File: config.mk
export PLATFORM = sky130hd
export DESIGN_NAME = fgmc_walker_flat
export DESIGN_NICKNAME = d
export VERILOG_FILES = /design/src/sv/fgmc_pkg.sv /design/src/sv/fgmc_if.sv /design/src/sv/fgmc_walker.sv /design/src/flat_wrapper.sv
export SDC_FILE = /design/constraint.sdc
export NUM_CORES = 1
export LEC_CHECK = 0
export BUFFER_PORTS_ARGS = -buffer_cell sky130_fd_sc_hd__buf_4
export CORE_ASPECT_RATIO = 0.75
export CORE_MARGIN = 4
export CORE_UTILIZATION = 50
export CTS_BUF_LIST = sky130_fd_sc_hd__clkbuf_8
export CTS_CLUSTER_SIZE = 25
export DETAILED_ROUTE_END_ITERATION = 10
export PLACE_DENSITY_LB_ADDON = 0.3
export SYNTH_ARGS = -nofsm -noshare
export SYNTH_HDL_FRONTEND = slang
export SYNTH_SLANG_ARGS = --single-unit
File: constraint.sdc
create_clock -name clock -period 7.4 [get_ports clock]
set_clock_uncertainty 0.2 [all_clocks]
set_input_delay 0.37 -clock clock [delete_from_list [all_inputs] [get_ports clock]]
set_output_delay 0.37 -clock clock [all_outputs]
set_load 0.01 [all_outputs]
File: src/sv/fgmc_pkg.sv
package fgmc_pkg;

   localparam int SUCC_W = 11;
   localparam int LEN_W  = 11;

   typedef logic [SUCC_W-1:0] succ_type;
   typedef logic [LEN_W-1:0]  len_type;

   localparam len_type LEN_MAX = '1;

endpackage

File: src/sv/fgmc_if.sv
interface fgmc_req_if;
   logic               valid;
   logic               ready;
   fgmc_pkg::succ_type successor;
   logic               last_node;

   modport source (output valid, output successor, output last_node, input ready);
   modport sink   (input valid, input successor, input last_node, output ready);
endinterface

interface fgmc_rsp_if;
   logic              valid;
   logic              ready;
   fgmc_pkg::len_type min_cycle_len;
   logic              cycle_found;

   modport source (output valid, output min_cycle_len, output cycle_found, input ready);
   modport sink   (input valid, input min_cycle_len, input cycle_found, output ready);
endinterface

File: src/sv/fgmc_walker.sv
module fgmc_walker #(
   parameter int MAX_NODES = 1024,
   parameter int AW        = 10,
   parameter int CW        = 11
) (
   input  logic               clock,
   input  logic               reset,
   fgmc_req_if.sink           req_bus,
   fgmc_rsp_if.source         rsp_bus,
   output logic               wr_en,
   output logic [AW-1:0]      wr_addr,
   output fgmc_pkg::succ_type wr_data,
   output logic               rd_en,
   output logic [AW-1:0]      rd_addr,
   input  fgmc_pkg::succ_type rd_data
);
   import fgmc_pkg::*;

   localparam int CMPW = (CW > SUCC_W) ? CW : SUCC_W;

   typedef enum logic [1:0] {ST_LOAD, ST_START, ST_WALK, ST_EMIT} state_type;

   state_type       state_ff, state_in;
   logic [CW-1:0]   count_ff, count_in;
   logic [CW-1:0]   start_ff, start_in;
   logic [CW-1:0]   steps_ff, steps_in;
   logic [CW-1:0]   best_ff, best_in;
   logic            rsp_valid_ff, rsp_valid_in;
   len_type         rsp_len_ff, rsp_len_in;
   logic            rsp_found_ff, rsp_found_in;

   logic            req_take;
   logic            room;
   logic [CMPW-1:0] cur_x, count_x, start_x, best_x;
   logic            off_graph, back_home, too_long, no_better, walk_end;
   logic [CW-1:0]   start_m1;
   logic [SUCC_W-1:0] cur_m1;

   assign req_take = req_bus.valid && req_bus.ready;
   assign room     = count_ff < CW'(MAX_NODES);
   assign wr_en    = req_take && room;
   assign wr_addr  = count_ff[AW-1:0];
   assign wr_data  = req_bus.successor;

   assign cur_x   = CMPW'(rd_data);
   assign count_x = CMPW'(count_ff);
   assign start_x = CMPW'(start_ff);
   assign best_x  = CMPW'(best_ff);

   assign off_graph = (rd_data == '0) || (cur_x > count_x);
   assign back_home = cur_x == start_x;
   assign too_long  = steps_ff >= count_ff;
   // a walk already as long as the best one can no longer improve it
   assign no_better = (best_ff != '0) && (steps_ff >= best_ff);
   assign walk_end  = off_graph || back_home || too_long || no_better;

   assign start_m1 = start_ff - CW'(1);
   assign cur_m1   = rd_data - SUCC_W'(1);

   always_comb begin
      state_in     = state_ff;
      count_in     = count_ff;
      start_in     = start_ff;
      steps_in     = steps_ff;
      best_in      = best_ff;
      rsp_valid_in = rsp_valid_ff && !rsp_bus.ready;
      rsp_len_in   = rsp_len_ff;
      rsp_found_in = rsp_found_ff;
      rd_en        = 1'b0;
      rd_addr      = start_m1[AW-1:0];
      case (state_ff)
         ST_LOAD: begin
            if (req_take) begin
               if (room) begin
                  count_in = count_ff + CW'(1);
               end
               if (req_bus.last_node) begin
                  start_in = CW'(1);
                  best_in  = '0;
                  state_in = ST_START;
               end
            end
         end
         ST_START: begin
            rd_en    = 1'b1;
            rd_addr  = start_m1[AW-1:0];
            steps_in = CW'(1);
            state_in = ST_WALK;
         end
         ST_WALK: begin
            if (walk_end) begin
               if (!off_graph && back_home && !no_better) begin
                  best_in = steps_ff;
               end
               if (start_ff == count_ff) begin
                  state_in = ST_EMIT;
               end else begin
                  // read the next start node's successor right away
                  rd_en    = 1'b1;
                  rd_addr  = start_ff[AW-1:0];
                  start_in = start_ff + CW'(1);
                  steps_in = CW'(1);
               end
            end else begin
               rd_en    = 1'b1;
               rd_addr  = cur_m1[AW-1:0];
               steps_in = steps_ff + CW'(1);
            end
         end
         ST_EMIT: begin
            // hold until the output register is free
            if (!rsp_valid_ff || rsp_bus.ready) begin
               rsp_valid_in = 1'b1;
               rsp_len_in   = (best_x > CMPW'(LEN_MAX)) ? LEN_MAX : best_x[LEN_W-1:0];
               rsp_found_in = best_ff != '0;
               count_in     = '0;
               best_in      = '0;
               state_in     = ST_LOAD;
            end
         end
         default: begin
            state_in = ST_LOAD;
         end
      endcase
   end

   always_ff @(posedge clock) begin
      if (reset) begin
         state_ff     <= ST_LOAD;
         count_ff     <= '0;
         best_ff      <= '0;
         rsp_valid_ff <= 1'b0;
      end else begin
         state_ff     <= state_in;
         count_ff     <= count_in;
         best_ff      <= best_in;
         rsp_valid_ff <= rsp_valid_in;
      end
      start_ff     <= start_in;
      steps_ff     <= steps_in;
      rsp_len_ff   <= rsp_len_in;
      rsp_found_ff <= rsp_found_in;
   end

   assign req_bus.ready         = state_ff == ST_LOAD;
   assign rsp_bus.valid         = rsp_valid_ff;
   assign rsp_bus.min_cycle_len = rsp_len_ff;
   assign rsp_bus.cycle_found   = rsp_found_ff;

   a_count_bound: assert property (@(posedge clock) disable iff (reset)
      count_ff <= CW'(MAX_NODES))
      else $error("node count above table depth");

   a_steps_bound: assert property (@(posedge clock) disable iff (reset)
      state_ff == ST_WALK |-> (steps_ff <= count_ff) && (steps_ff != '0))
      else $error("walk step count out of range");

   a_best_bound: assert property (@(posedge clock) disable iff (reset)
      best_ff <= count_ff)
      else $error("best length above node count");

   a_start_bound: assert property (@(posedge clock) disable iff (reset)
      state_ff == ST_WALK |-> (start_ff != '0) && (start_ff <= count_ff))
      else $error("start node out of range");

   a_emit_clears: assert property (@(posedge clock) disable iff (reset)
      state_ff == ST_EMIT && state_in == ST_LOAD |=> count_ff == '0 && rsp_valid_ff)
      else $error("result issued without clearing the load");

endmodule

File: src/flat_wrapper.sv
// flat-port wrapper written by rule: the top's interface ports become plain ports
module fgmc_walker_flat import fgmc_pkg::*;
#(
   parameter int MAX_NODES = 1024,
   parameter int AW        = 10,
   parameter int CW        = 11
)
  (clock, reset, wr_en, wr_addr, wr_data, rd_en, rd_addr, rd_data, req_bus_valid, req_bus_successor, req_bus_last_node, req_bus_ready, rsp_bus_valid, rsp_bus_min_cycle_len, rsp_bus_cycle_found, rsp_bus_ready);
  fgmc_req_if req_bus_i ();
  fgmc_rsp_if rsp_bus_i ();
  input  logic clock;
  input  logic reset;
  output logic wr_en;
  output logic [AW-1:0] wr_addr;
  output fgmc_pkg::succ_type wr_data;
  output logic rd_en;
  output logic [AW-1:0] rd_addr;
  input  fgmc_pkg::succ_type rd_data;
  input wire logic [$bits(req_bus_i.valid)-1:0] req_bus_valid;
  input wire logic [$bits(req_bus_i.successor)-1:0] req_bus_successor;
  input wire logic [$bits(req_bus_i.last_node)-1:0] req_bus_last_node;
  output wire logic [$bits(req_bus_i.ready)-1:0] req_bus_ready;
  output wire logic [$bits(rsp_bus_i.valid)-1:0] rsp_bus_valid;
  output wire logic [$bits(rsp_bus_i.min_cycle_len)-1:0] rsp_bus_min_cycle_len;
  output wire logic [$bits(rsp_bus_i.cycle_found)-1:0] rsp_bus_cycle_found;
  input wire logic [$bits(rsp_bus_i.ready)-1:0] rsp_bus_ready;
  assign req_bus_i.valid = req_bus_valid;
  assign req_bus_i.successor = req_bus_successor;
  assign req_bus_i.last_node = req_bus_last_node;
  assign req_bus_ready = req_bus_i.ready;
  assign rsp_bus_valid = rsp_bus_i.valid;
  assign rsp_bus_min_cycle_len = rsp_bus_i.min_cycle_len;
  assign rsp_bus_cycle_found = rsp_bus_i.cycle_found;
  assign rsp_bus_i.ready = rsp_bus_ready;
  fgmc_walker #(.MAX_NODES(MAX_NODES), .AW(AW), .CW(CW)) u_core (.clock(clock), .reset(reset), .req_bus(req_bus_i), .rsp_bus(rsp_bus_i), .wr_en(wr_en), .wr_addr(wr_addr), .wr_data(wr_data), .rd_en(rd_en), .rd_addr(rd_addr), .rd_data(rd_data));
endmodule
== Word-level counts from Yosys, hierarchy flattened ==
Cells that the tools add are included.

* Add/subtract/negate cells: 5
* Multipliers: 0
* Div/mod/pow operators: 0
* $lt $le $gt $ge: 5
* Eq/ne operators: 14
* Shift operators: 0
* Mux-type cells: 31
* Bitwise gates (word level): 0
* Reductions and logical operators: 28

{| class="wikitable"
|+ Operators with widths
! operator !! number
|-
| $mux W11 || 13
|-
| $pmux W11 S2 || 3
|-
| $add A11 B1 Y11 const B || 3
|-
| $pmux W11 S3 || 1
|-
| $mux W10 || 3
|-
| $eq A11 B11 Y1 || 2
|-
| $ge A11 B11 Y1 || 2
|-
| $sub A10 B1 Y10 const B || 2
|-
| $gt A11 B11 Y1 || 1
|-
| $gt A11 B11 Y1 const B || 1
|-
| $logic_not A11 Y1 || 1
|-
| $lt A11 B11 Y1 const B || 1
|-
| $reduce_bool A11 Y1 || 1
|-
| $mux W2 || 5
|-
| $reduce_and A5 Y1 || 2
|-
| $ne A2 B1 Y1 const B || 4
|-
| $ne A2 B2 Y1 const B || 4
|-
| $pmux W2 S4 || 1
|-
| $logic_and A1 B1 Y1 || 6
|-
| $reduce_and A6 Y1 || 1
|-
| $reduce_bool A2 Y1 || 3
|-
| $logic_or A1 B1 Y1 || 5
|-
| $eq A2 B2 Y1 const B || 2
|-
| $logic_not A1 Y1 || 4
|-
| other kinds (8) || 12
|}

* Register bits after elaboration: 59
* Latch bits: 0
* Bits in writable memories: 0
* Memory bits (read-only): 0
* Logic and storage cells: 91
* Memories: 0

== Longest topological paths before layout ==
Gate-level depths: netlist of run 1.

* Depth in word-level cells: 8
* Mapped depth: 12

== Worst setup path before layout of run 1 ==
OpenSTA, ideal clock, no wires.

* Path kind: flip-flop to flip-flop
* Start: register u_core.steps_ff[0]
* End: register u_core.start_ff[0], enable pin
* Data arrival time: 2.737 ns
* Required time: 6.803 ns
* Slack: 4.066 ns
* Cell stages (with the launch flop): 12
* Cell sequence: edfxtp_1 inv_1 ha_1 nand2b_1 nand3_1 a211o_1 a21oi_1 a311oi_2 and4_4 buf_8 nand2b_1 a211oi_1

* Cells in the longest elaborated chain, start to end: 5
* Elaborated cells between the ends (all ways): 7

{| class="wikitable"
|+ Ends and longest elaborated chain
! what !! RTL line !! text
|-
| start: declaration || fgmc_walker.sv:26 || <nowiki>logic [CW-1:0] steps_ff, steps_in;</nowiki>
|-
| start signal: assignment || fgmc_walker.sv:140 || <nowiki>steps_ff <= steps_in;</nowiki>
|-
| $ge A11 B11 Y1 (on tied branches) || fgmc_walker.sv:52, fgmc_walker.sv:54 ||
|-
| $logic_or A1 B1 Y1 or $logic_and A1 B1 Y1 (tied branches) || fgmc_walker.sv:55, fgmc_walker.sv:54 ||
|-
| $logic_or A1 B1 Y1 * || fgmc_walker.sv:55 || <nowiki>assign walk_end = off_graph || back_home || too_long || no_better;</nowiki>
|-
| $ne A2 B1 Y1 (no line) * || -- ||
|-
| $reduce_and A5 Y1 (no line) * || -- ||
|-
| end signal: assignment || fgmc_walker.sv:139 || <nowiki>start_ff <= start_in;</nowiki>
|-
| end: declaration || fgmc_walker.sv:25 || <nowiki>logic [CW-1:0] start_ff, start_in;</nowiki>
|}

Mark *: on every way between the ends. The rest lies on a longest branch, timed or not.
A chain may end at the register's enable or synchronous reset.

== Worst setup path after layout of run 1 ==
* Start: register u_core.count_ff[6]
* End: output port rd_addr[9]

* Cells in the longest elaborated chain, start to end: 7
* Elaborated cells between the ends (all ways): 10

{| class="wikitable"
|+ Ends and longest elaborated chain
! what !! RTL line !! text
|-
| start: declaration || fgmc_walker.sv:24 || <nowiki>logic [CW-1:0] count_ff, count_in;</nowiki>
|-
| start signal: assignment || fgmc_walker.sv:135 || <nowiki>count_ff <= count_in;</nowiki>
|-
| $gt A11 B11 Y1 || fgmc_walker.sv:50 || <nowiki>assign off_graph = (rd_data == '0) || (cur_x > count_x);</nowiki>
|-
| $logic_or A1 B1 Y1 || fgmc_walker.sv:50 ||
|-
| $logic_or A1 B1 Y1 (3 in a row) || fgmc_walker.sv:55 ||
|-
| $mux W10 * || fgmc_walker.sv:91 || <nowiki>if (walk_end) begin</nowiki>
|-
| $mux W10 * || fgmc_walker.sv:71 || <nowiki>case (state_ff)</nowiki>
|-
| end: declaration || flat_wrapper.sv:17 || <nowiki>output logic [AW-1:0] rd_addr;</nowiki>
|}

Marked as above.

==> results of run 1 <==
-- report_power, final --
group	internal, mW	total (mW)	switching (mW)
clock	0.206	0.336	0.130
sequential	0.446	0.616	0.170
combinational	0.329	0.707	0.378
total	0.981	1.66	0.678
-- worst min-delay path by stage --
stage                                           end  slack [ns]  cells after the start
detailed placement  u_core.rsp_bus.min_cycle_len[6]        0.28                      0
global route                   u_core.rsp_bus.valid        0.04                      2
CTS                            u_core.rsp_bus.valid        0.03                      2
floorplan                      u_core.rsp_bus.valid        0.24                      1
finish                         u_core.rsp_bus.valid        0.05                      2
global placement    u_core.rsp_bus.min_cycle_len[1]        0.27                      0
-- worst max-delay path, cell delays in order, from the launching register on --
cell                       delay [ns]
sky130_fd_sc_hd__dfxtp_1         0.43
sky130_fd_sc_hd__inv_1           0.15
sky130_fd_sc_hd__ha_1            0.35
sky130_fd_sc_hd__a21oi_1         0.20
sky130_fd_sc_hd__a21oi_1         0.09
sky130_fd_sc_hd__o31a_1          0.30
sky130_fd_sc_hd__a311oi_2        0.25
sky130_fd_sc_hd__and4_4          0.43
sky130_fd_sc_hd__nand2_1         0.36
sky130_fd_sc_hd__o221ai_1        0.37
sky130_fd_sc_hd__buf_4           0.18
-- metal layers --
layer,up-vias,wire [um]
li1,1723,-
met1,1653,4989
met2,138,4533
met3,15,931
met4,0,132
met5,-,0
-- metrics by stage --
stage               setup WS (ns)  utilization  std cells  hold WS (ns)
floorplan                   4.066            -        493        0.2424
global placement            3.802       0.5462        599        0.2746
detailed placement          3.711       0.5462        599        0.2798
CTS                         3.333       0.5727        615       0.02828
global route                3.117       0.5727        615       0.03903
finish                      3.340       0.5727        615       0.04645
-- placed cells by master, fill, tap and decap left out, types with 10 or more instances in the layout --
cell type / n
sky130_fd_sc_hd__buf_4: 53
sky130_fd_sc_hd__ha_1: 42
sky130_fd_sc_hd__nor2_1: 39
sky130_fd_sc_hd__xor2_1: 36
sky130_fd_sc_hd__edfxtp_1: 34
sky130_fd_sc_hd__inv_1: 31
sky130_fd_sc_hd__nand2_1: 28
sky130_fd_sc_hd__dfxtp_1: 25
sky130_fd_sc_hd__xnor2_1: 24
sky130_fd_sc_hd__nand3_1: 19
sky130_fd_sc_hd__nor3_1: 14
sky130_fd_sc_hd__a21o_1: 11
sky130_fd_sc_hd__nand4_1: 11
sky130_fd_sc_hd__o21ai_0: 11
sky130_fd_sc_hd__a22o_1: 11
sky130_fd_sc_hd__clkbuf_8: 11
sky130_fd_sc_hd__and2_1: 10
-- kinds of logic after synthesis --
| group | synth area share |
|---|---|
| and+or+nand+nor | 0.1848 |
| AOI/OAI and AO/OA | 0.1246 |
| buffers and inverters | 0.09730 |
| DFF | 0.3390 |
| xor gates and xnor gates | 0.1171 |
| muxes | 0.02007 |
| adders and majority gates | 0.1171 |
-- cell type report --
| cell class | count | area [um^2] |
|---|---|---|
| flip-flops and latches | 59 | 1521 |
| fillers | 749 | 3675 |
| multi-input cells | 349 | 2530 |
| inverters | 30 | 112.6 |
| repair buffers | 53 | 397.9 |
| well taps | 108 | 135.1 |
| clock inverters | 5 | 76.32 |
| clock buffers | 11 | 151.4 |
-- sequential cells by signal, indices dropped and copies added, names as in the netlist --
signal / cells
u_core.count_ff: 11
u_core.rsp_bus.cycle_found: 1
u_core.steps_ff: 11
u_core.state_ff: 2
u_core.start_ff: 11
u_core.best_ff: 11
u_core.rsp_bus.valid: 1
u_core.rsp_bus.min_cycle_len: 11
==> impl_summary.md, run 1 <==
GRT
The number of global-route vias before repair is 3392. Global routing finished with a remaining overflow of 0. Across every metal layer, demand over resource in global routing totals 0.2057. In the global route stage, met3 resource usage came out at 0.05082. The number of antenna violations at the first check in global routing was 0. The maximum number of pins on one net before global-route repair is 47. The global-route wire length before repair is 17330 um.

The most utilized layer in the global route result is met2. For this run, global-route usage on met2 was measured as 0.3091. The met1 usage is 0.2911.

Timing
After routing, the total negative slack on setup checks comes to 0 ns. The worst pin sits at a relative slew slack of 0.2215. The final-report hold violation count is 0. Setup repair after global routing left no endpoint under its margin. The share of the clock period used by the worst path after layout is 0.5486.

The number of pins with negative max-slew slack in the final report came to 0. For the pin with the worst max-slew slack, the measured transition is approximately 1.2 ns. The final number of setup-violating endpoints is 0.

The time the final worst path needs with I/O delays and setup is just over 4 ns. The achievable frequency is around 250 MHz.

Worst setup path
The kind of critical path is reg -> out. The critical path arrival is 3.49 ns. The critical register-to-register path startpoint is u_core.count_ff[6]. For the worst setup path, the data required time is ~6.8 ns.

The setup slack on the worst flop-to-flop path is 3.73 ns. The endpoint of the lowest-slack register-to-register path is u_core.steps_ff[6]. The most critical setup path has its endpoint at rd_addr[9].

The start point of the critical path is u_core.count_ff[6]. The launching element type of the critical path is a flip-flop. STA classifies the critical path endpoint as an output port. Measured in cells, the most critical reg-to-reg path has a length of 9. The largest fanout on the critical path is 20.

CTS
TritonCTS built the clock tree. The cts-stage hold buffer count is 0. The count of instances resized after the clock tree is built is 0. Clock latency on the worst-skew pair, taken at its later pin, is around 0.35 ns.

The longest clock path from root to sink contains 2 buffers. Post-CTS timing repair inserted 0 buffers for setup. The level count of the clock H-tree is 3. Clock-pin slew was measured on the worst setup and hold paths at roughly 0.070 ns. The number of buffers created by CTS is 9. CTS saw 59 sinks. The cell at the root of the clock tree is sky130_fd_sc_hd__clkbuf_8.

Route
The detailed router's first-iteration violation count is around 320. The via total after detailed routing is 3529. The average wire length per cell after detail routing is 17.21 um. The post-detailed-route via-to-cell ratio is 5.738. The detailed-route wire length is 10590 um. The remaining design rule violation count is 0. Before antenna repair, the detailed router went through 5 iterations. The count of nets left with antenna violations after detail routing is 0.

Cells and area
In the final layout, the share of cells above drive strength 1 is 0.1460. The final layout contains 571 nets. The total non-filler cell area in the finished layout is 4925 um^2. Compared with the post-synthesis result, the final layout area differs by 9.730%. The antenna cell count is 0.

Floorplanning
The die is between 90 and 100 um tall. In this run the core area contains 29 standard-cell rows. The total core area is about 8600 um^2.

The die boundary width is 117.4 um. The die covers between 10000 and 15000 um^2. The starting density of the core is 0.5219.

The total I/O pin count is 74.

Pwr
The maximum vdd drop is 0.2347 mV. For this design the static power due to leakage is 2.002 nW. The power density over the cells is 336.8 nW/um^2. The total power draw is 1.659 mW.

Place
The global placer's final weighted congestion is 0.8562. During placement, the flow inserted port buffers numbering 51. The standard cell area after detailed placement is 4697 um^2. Summed over all nets, the half-perimeter wirelength after detailed placement is 8038 um.

Synth
Counting distinct cell types in the post-synthesis netlist gives 50. In this run, synthesis inferred 34 flip-flops with an integrated enable. The part of the Yosys area used for sequential elements is 0.3390. The synthesized instance count is 493. The synthesized design contains 59 register bits.

The primary flip-flop cell chosen by synthesis mapping is sky130_fd_sc_hd__edfxtp_1. The number of nets in the synthesized netlist is 562. The area share of the leading cell type in the synthesized netlist is 0.2275. sky130_fd_sc_hd__edfxtp_1 takes more of the synthesized area than any other cell. The Yosys step of the flow raised 0 warnings.

After synthesis, the cell types taking the most area are sky130_fd_sc_hd__edfxtp_1 23%, sky130_fd_sc_hd__ha_1 12%, sky130_fd_sc_hd__dfxtp_1 11%. The share of flip-flops with an asynchronous set or reset is 0. The post-synthesis instance area is between 4000 and 5000 um^2. The synthesized area divided by synthesized cell count is 9.104 um^2.

The most frequently used cell type in the post-synthesis netlist is sky130_fd_sc_hd__ha_1. By count the netlist is led by 42 x sky130_fd_sc_hd__ha_1, 39 x sky130_fd_sc_hd__nor2_1, 36 x sky130_fd_sc_hd__xor2_1, 34 x sky130_fd_sc_hd__edfxtp_1, 30 x sky130_fd_sc_hd__inv_1.

Worst hold path
The kind of path behind the tightest hold check is in -> reg. The worst min-delay path startpoint is reset.

Flow run
The max-capacitance violation count is 0.

Outcome
The run finished with clean final reports.
No activity file was read; power rests on OpenSTA's default activity.
==> inputs of run 2 (changes only) <==
==> constraint.sdc (replaced) <==
create_clock -name clock -period 3.9 [get_ports clock]
set_clock_uncertainty 0.2 [all_clocks]
set_input_delay 0.195 -clock clock [delete_from_list [all_inputs] [get_ports clock]]
set_output_delay 0.195 -clock clock [all_outputs]
set_load 0.01 [all_outputs]
==> run 2 against run 1 <==
Compared with the run above: hold slack improved by 0.052 ns; setup slack got worse by 3.1 ns; sequential cell count did not move; non-clock buffer count rose by 10; sequential share of layout area fell by 0.82 points; largest cell class unchanged; largest power group unchanged; die area did not move; via count rose by 4.2%.
==> impl_summary.md, run 2 (same netlist as run 1, synthesis figures left out) <==
Floorplanning
The total core area is 8600 um^2. The vertical extent of the die is 90.05 um. The standard-cell row count is 29. The initial utilization of the core area, before any placement, comes to 0.5219. The die covers ~11000 um^2.

The total I/O pin count is between 70 and 80. The die boundary width is about 120 um.

Timing
The number of pins with negative max-slew slack in the final report is 0. The worst hold slack across all endpoints is between 0.09 and 0.1 ns. The relative slew slack is 0.5146. The routed design could run at a clock period as short as 3.695 ns. Setup total negative slack on the finished layout was measured at 0 ns. For the pin with the worst max-slew slack, the measured transition is 0.7281 ns. The final-report hold violation count is 0. The achievable frequency is roughly 270 MHz.

Setup violations remaining at the end of the flow were counted as 0. The share of the clock period used by the worst path after layout is 0.9475.

Worst hold path
The kind of path behind the tightest hold check is in -> reg. The worst hold path begins at rsp_bus_ready.

Route
The count of nets left with antenna violations after detail routing is 0. The first detailed-routing pass took 4 iterations. The post-detailed-route via-to-cell ratio is between 5 and 6.

The routed layout has 3676 vias. The detailed router's first-iteration violation count is 332. The remaining design rule violation count is 0. The average wire length per cell after detail routing is 17.62 um. The detailed-route wire length is 11030 um.

CTS
The TritonCTS clock tree is done. The number of clock buffers added by TritonCTS is 9. The clock slew seen by the registers of the worst setup and hold paths is 0.08 ns. After clock tree synthesis, the setup repair step added 0 buffers.

The clock net sink count is 59. The insertion delay of the later-clocked pin in the worst-skew pair is 0.35 ns. The cell at the root of the clock tree is sky130_fd_sc_hd__clkbuf_8. The buffer levels on the longest clock path is 2. The level count of the clock H-tree is 3.

Cells and area
The number of non-filler instances in the completed layout is 626. The final core area utilization is 0.5882. Of the cells placed in the final design, the portion with a size suffix greater than 1 is 0.1622.

The repair_antennas step left the layout with diodes totalling 0. The most frequent standard cell in the layout excluding fill and tap cells is sky130_fd_sc_hd__buf_4. The library cells used most frequently in the layout, excluding fill and tap cells, are 61 x sky130_fd_sc_hd__buf_4, 42 x sky130_fd_sc_hd__ha_1, 39 x sky130_fd_sc_hd__nor2_1. Relative to the synthesized area, the layout overhead comes to 12.71%. In the final design database the tool counted 582 nets.

Worst setup path
The start point of the critical path is u_core.count_ff[6]. STA puts the critical path data arrival time at 3.30 ns. The launching element type of the critical path is a flip-flop. The data required time at the worst endpoint is 3.50 ns.

The largest fanout on the critical path is 10. The critical path capture point type is an output port. The worst setup path is of the reg -> out kind. The critical register-to-register path startpoint is u_core.count_ff[6].

Place
The number of placed instances, taps included, is 607. The post-detailed-placement half-perimeter wirelength is between 8000 and 9000 um. The count of input and output buffers is 51. At the end of routability-driven placement, the weighted congestion stood at 0.8779.

Pwr
VDD sags by at most between 0.4 and 0.5 mV. Summed over all cells, the static leakage comes to 2.075 nW. Power spread over the standard cell area amounts to 656.1 nW/um^2.

GRT
The total routing resource utilization after global routing is 0.2080. The number of antenna violations at the first check in global routing is 0. The number of global-route vias before repair was 3505. The first global-routing pass estimated about 18000 um of wire. Entering global routing, the biggest net connects 25 pins.

Summed over all layers, the global routing overflow is 0.

Flow run
The max-capacitance violation count is 0.

Outcome
The run finished with clean final reports.
run 2: per-layer routing:
layer | global-route usage | up-vias | wire length (um)
li1 | - | 1751 | -
met5 | 0 | - | 0
met3 | 0.04580 | 17 | 896
met4 | 0.06543 | 0 | 141
met2 | 0.3202 | 143 | 4818
met1 | 0.2920 | 1765 | 5177
run 2: report_power, final:
| part | internal (mW) | leakage [nW] | switching [mW] | total (mW) |
|---|---|---|---|---|
| Combinational | 0.658 | 1.40 | 0.745 | 1.40 |
| Sequential | 0.844 | 0.537 | 0.324 | 1.17 |
| Clock | 0.489 | 0.135 | 0.260 | 0.748 |
| Total | 1.99 | 2.07 | 1.33 | 3.32 |
run 2: layout make-up:
class | count | area, um^2
multi-input cells | 350 | 2546
clock buffers | 9 | 123.9
fillers | 774 | 3541
inverters | 30 | 112.6
clock inverters | 7 | 141.4
flip-flops and latches | 59 | 1521
repair buffers | 63 | 478.0
well taps | 108 | 135.1
run 2: final timing paths:
| kind | to | slack [ns] | cells after the start |
|---|---|---|---|
| setup / recovery | rd_addr[9] | 0.20 | 10 |
| hold / removal | u_core.state_ff[0] | 0.1 | 5 |
| setup reg to reg | u_core.steps_ff[4] | 0.62 | 10 |
| hold reg to reg | u_core.rsp_bus.min_cycle_len[1] | 0.31 | 0 |
run 2: what timing repair did:
| item | CTS | global route |
|---|---|---|
| endpoints found under the hold margin | 3 | 0 |
| setup endpoints to repair | 0 | 1 |
| hold buffers | 2 | 0 |
| gates resized for setup | 0 | 1 |
run 2: stage by stage:
stage	worst slack [ns]	instance area (um^2)	power, mW
6_report	0.2046	5059	3.319
3_3_place_gp	0.6702	4757	2.480
3_5_place_dp	0.5192	4757	2.539
4_1_cts	0.1265	5042	3.306
2_1_floorplan	0.5660	4488	2.066
5_1_grt	-0.006739	5059	3.533
run 2: critical path: stages, from the launching register on:
cell and delay [ns]:
sky130_fd_sc_hd__dfxtp_1 0.45, sky130_fd_sc_hd__inv_1 0.17, sky130_fd_sc_hd__ha_1 0.36, sky130_fd_sc_hd__a21oi_1 0.17, sky130_fd_sc_hd__a21oi_1 0.10, sky130_fd_sc_hd__o31a_1 0.31, sky130_fd_sc_hd__a311oi_2 0.33, sky130_fd_sc_hd__and4_4 0.39
sky130_fd_sc_hd__nand2_1 0.23, sky130_fd_sc_hd__o221ai_2 0.28, sky130_fd_sc_hd__buf_4 0.17
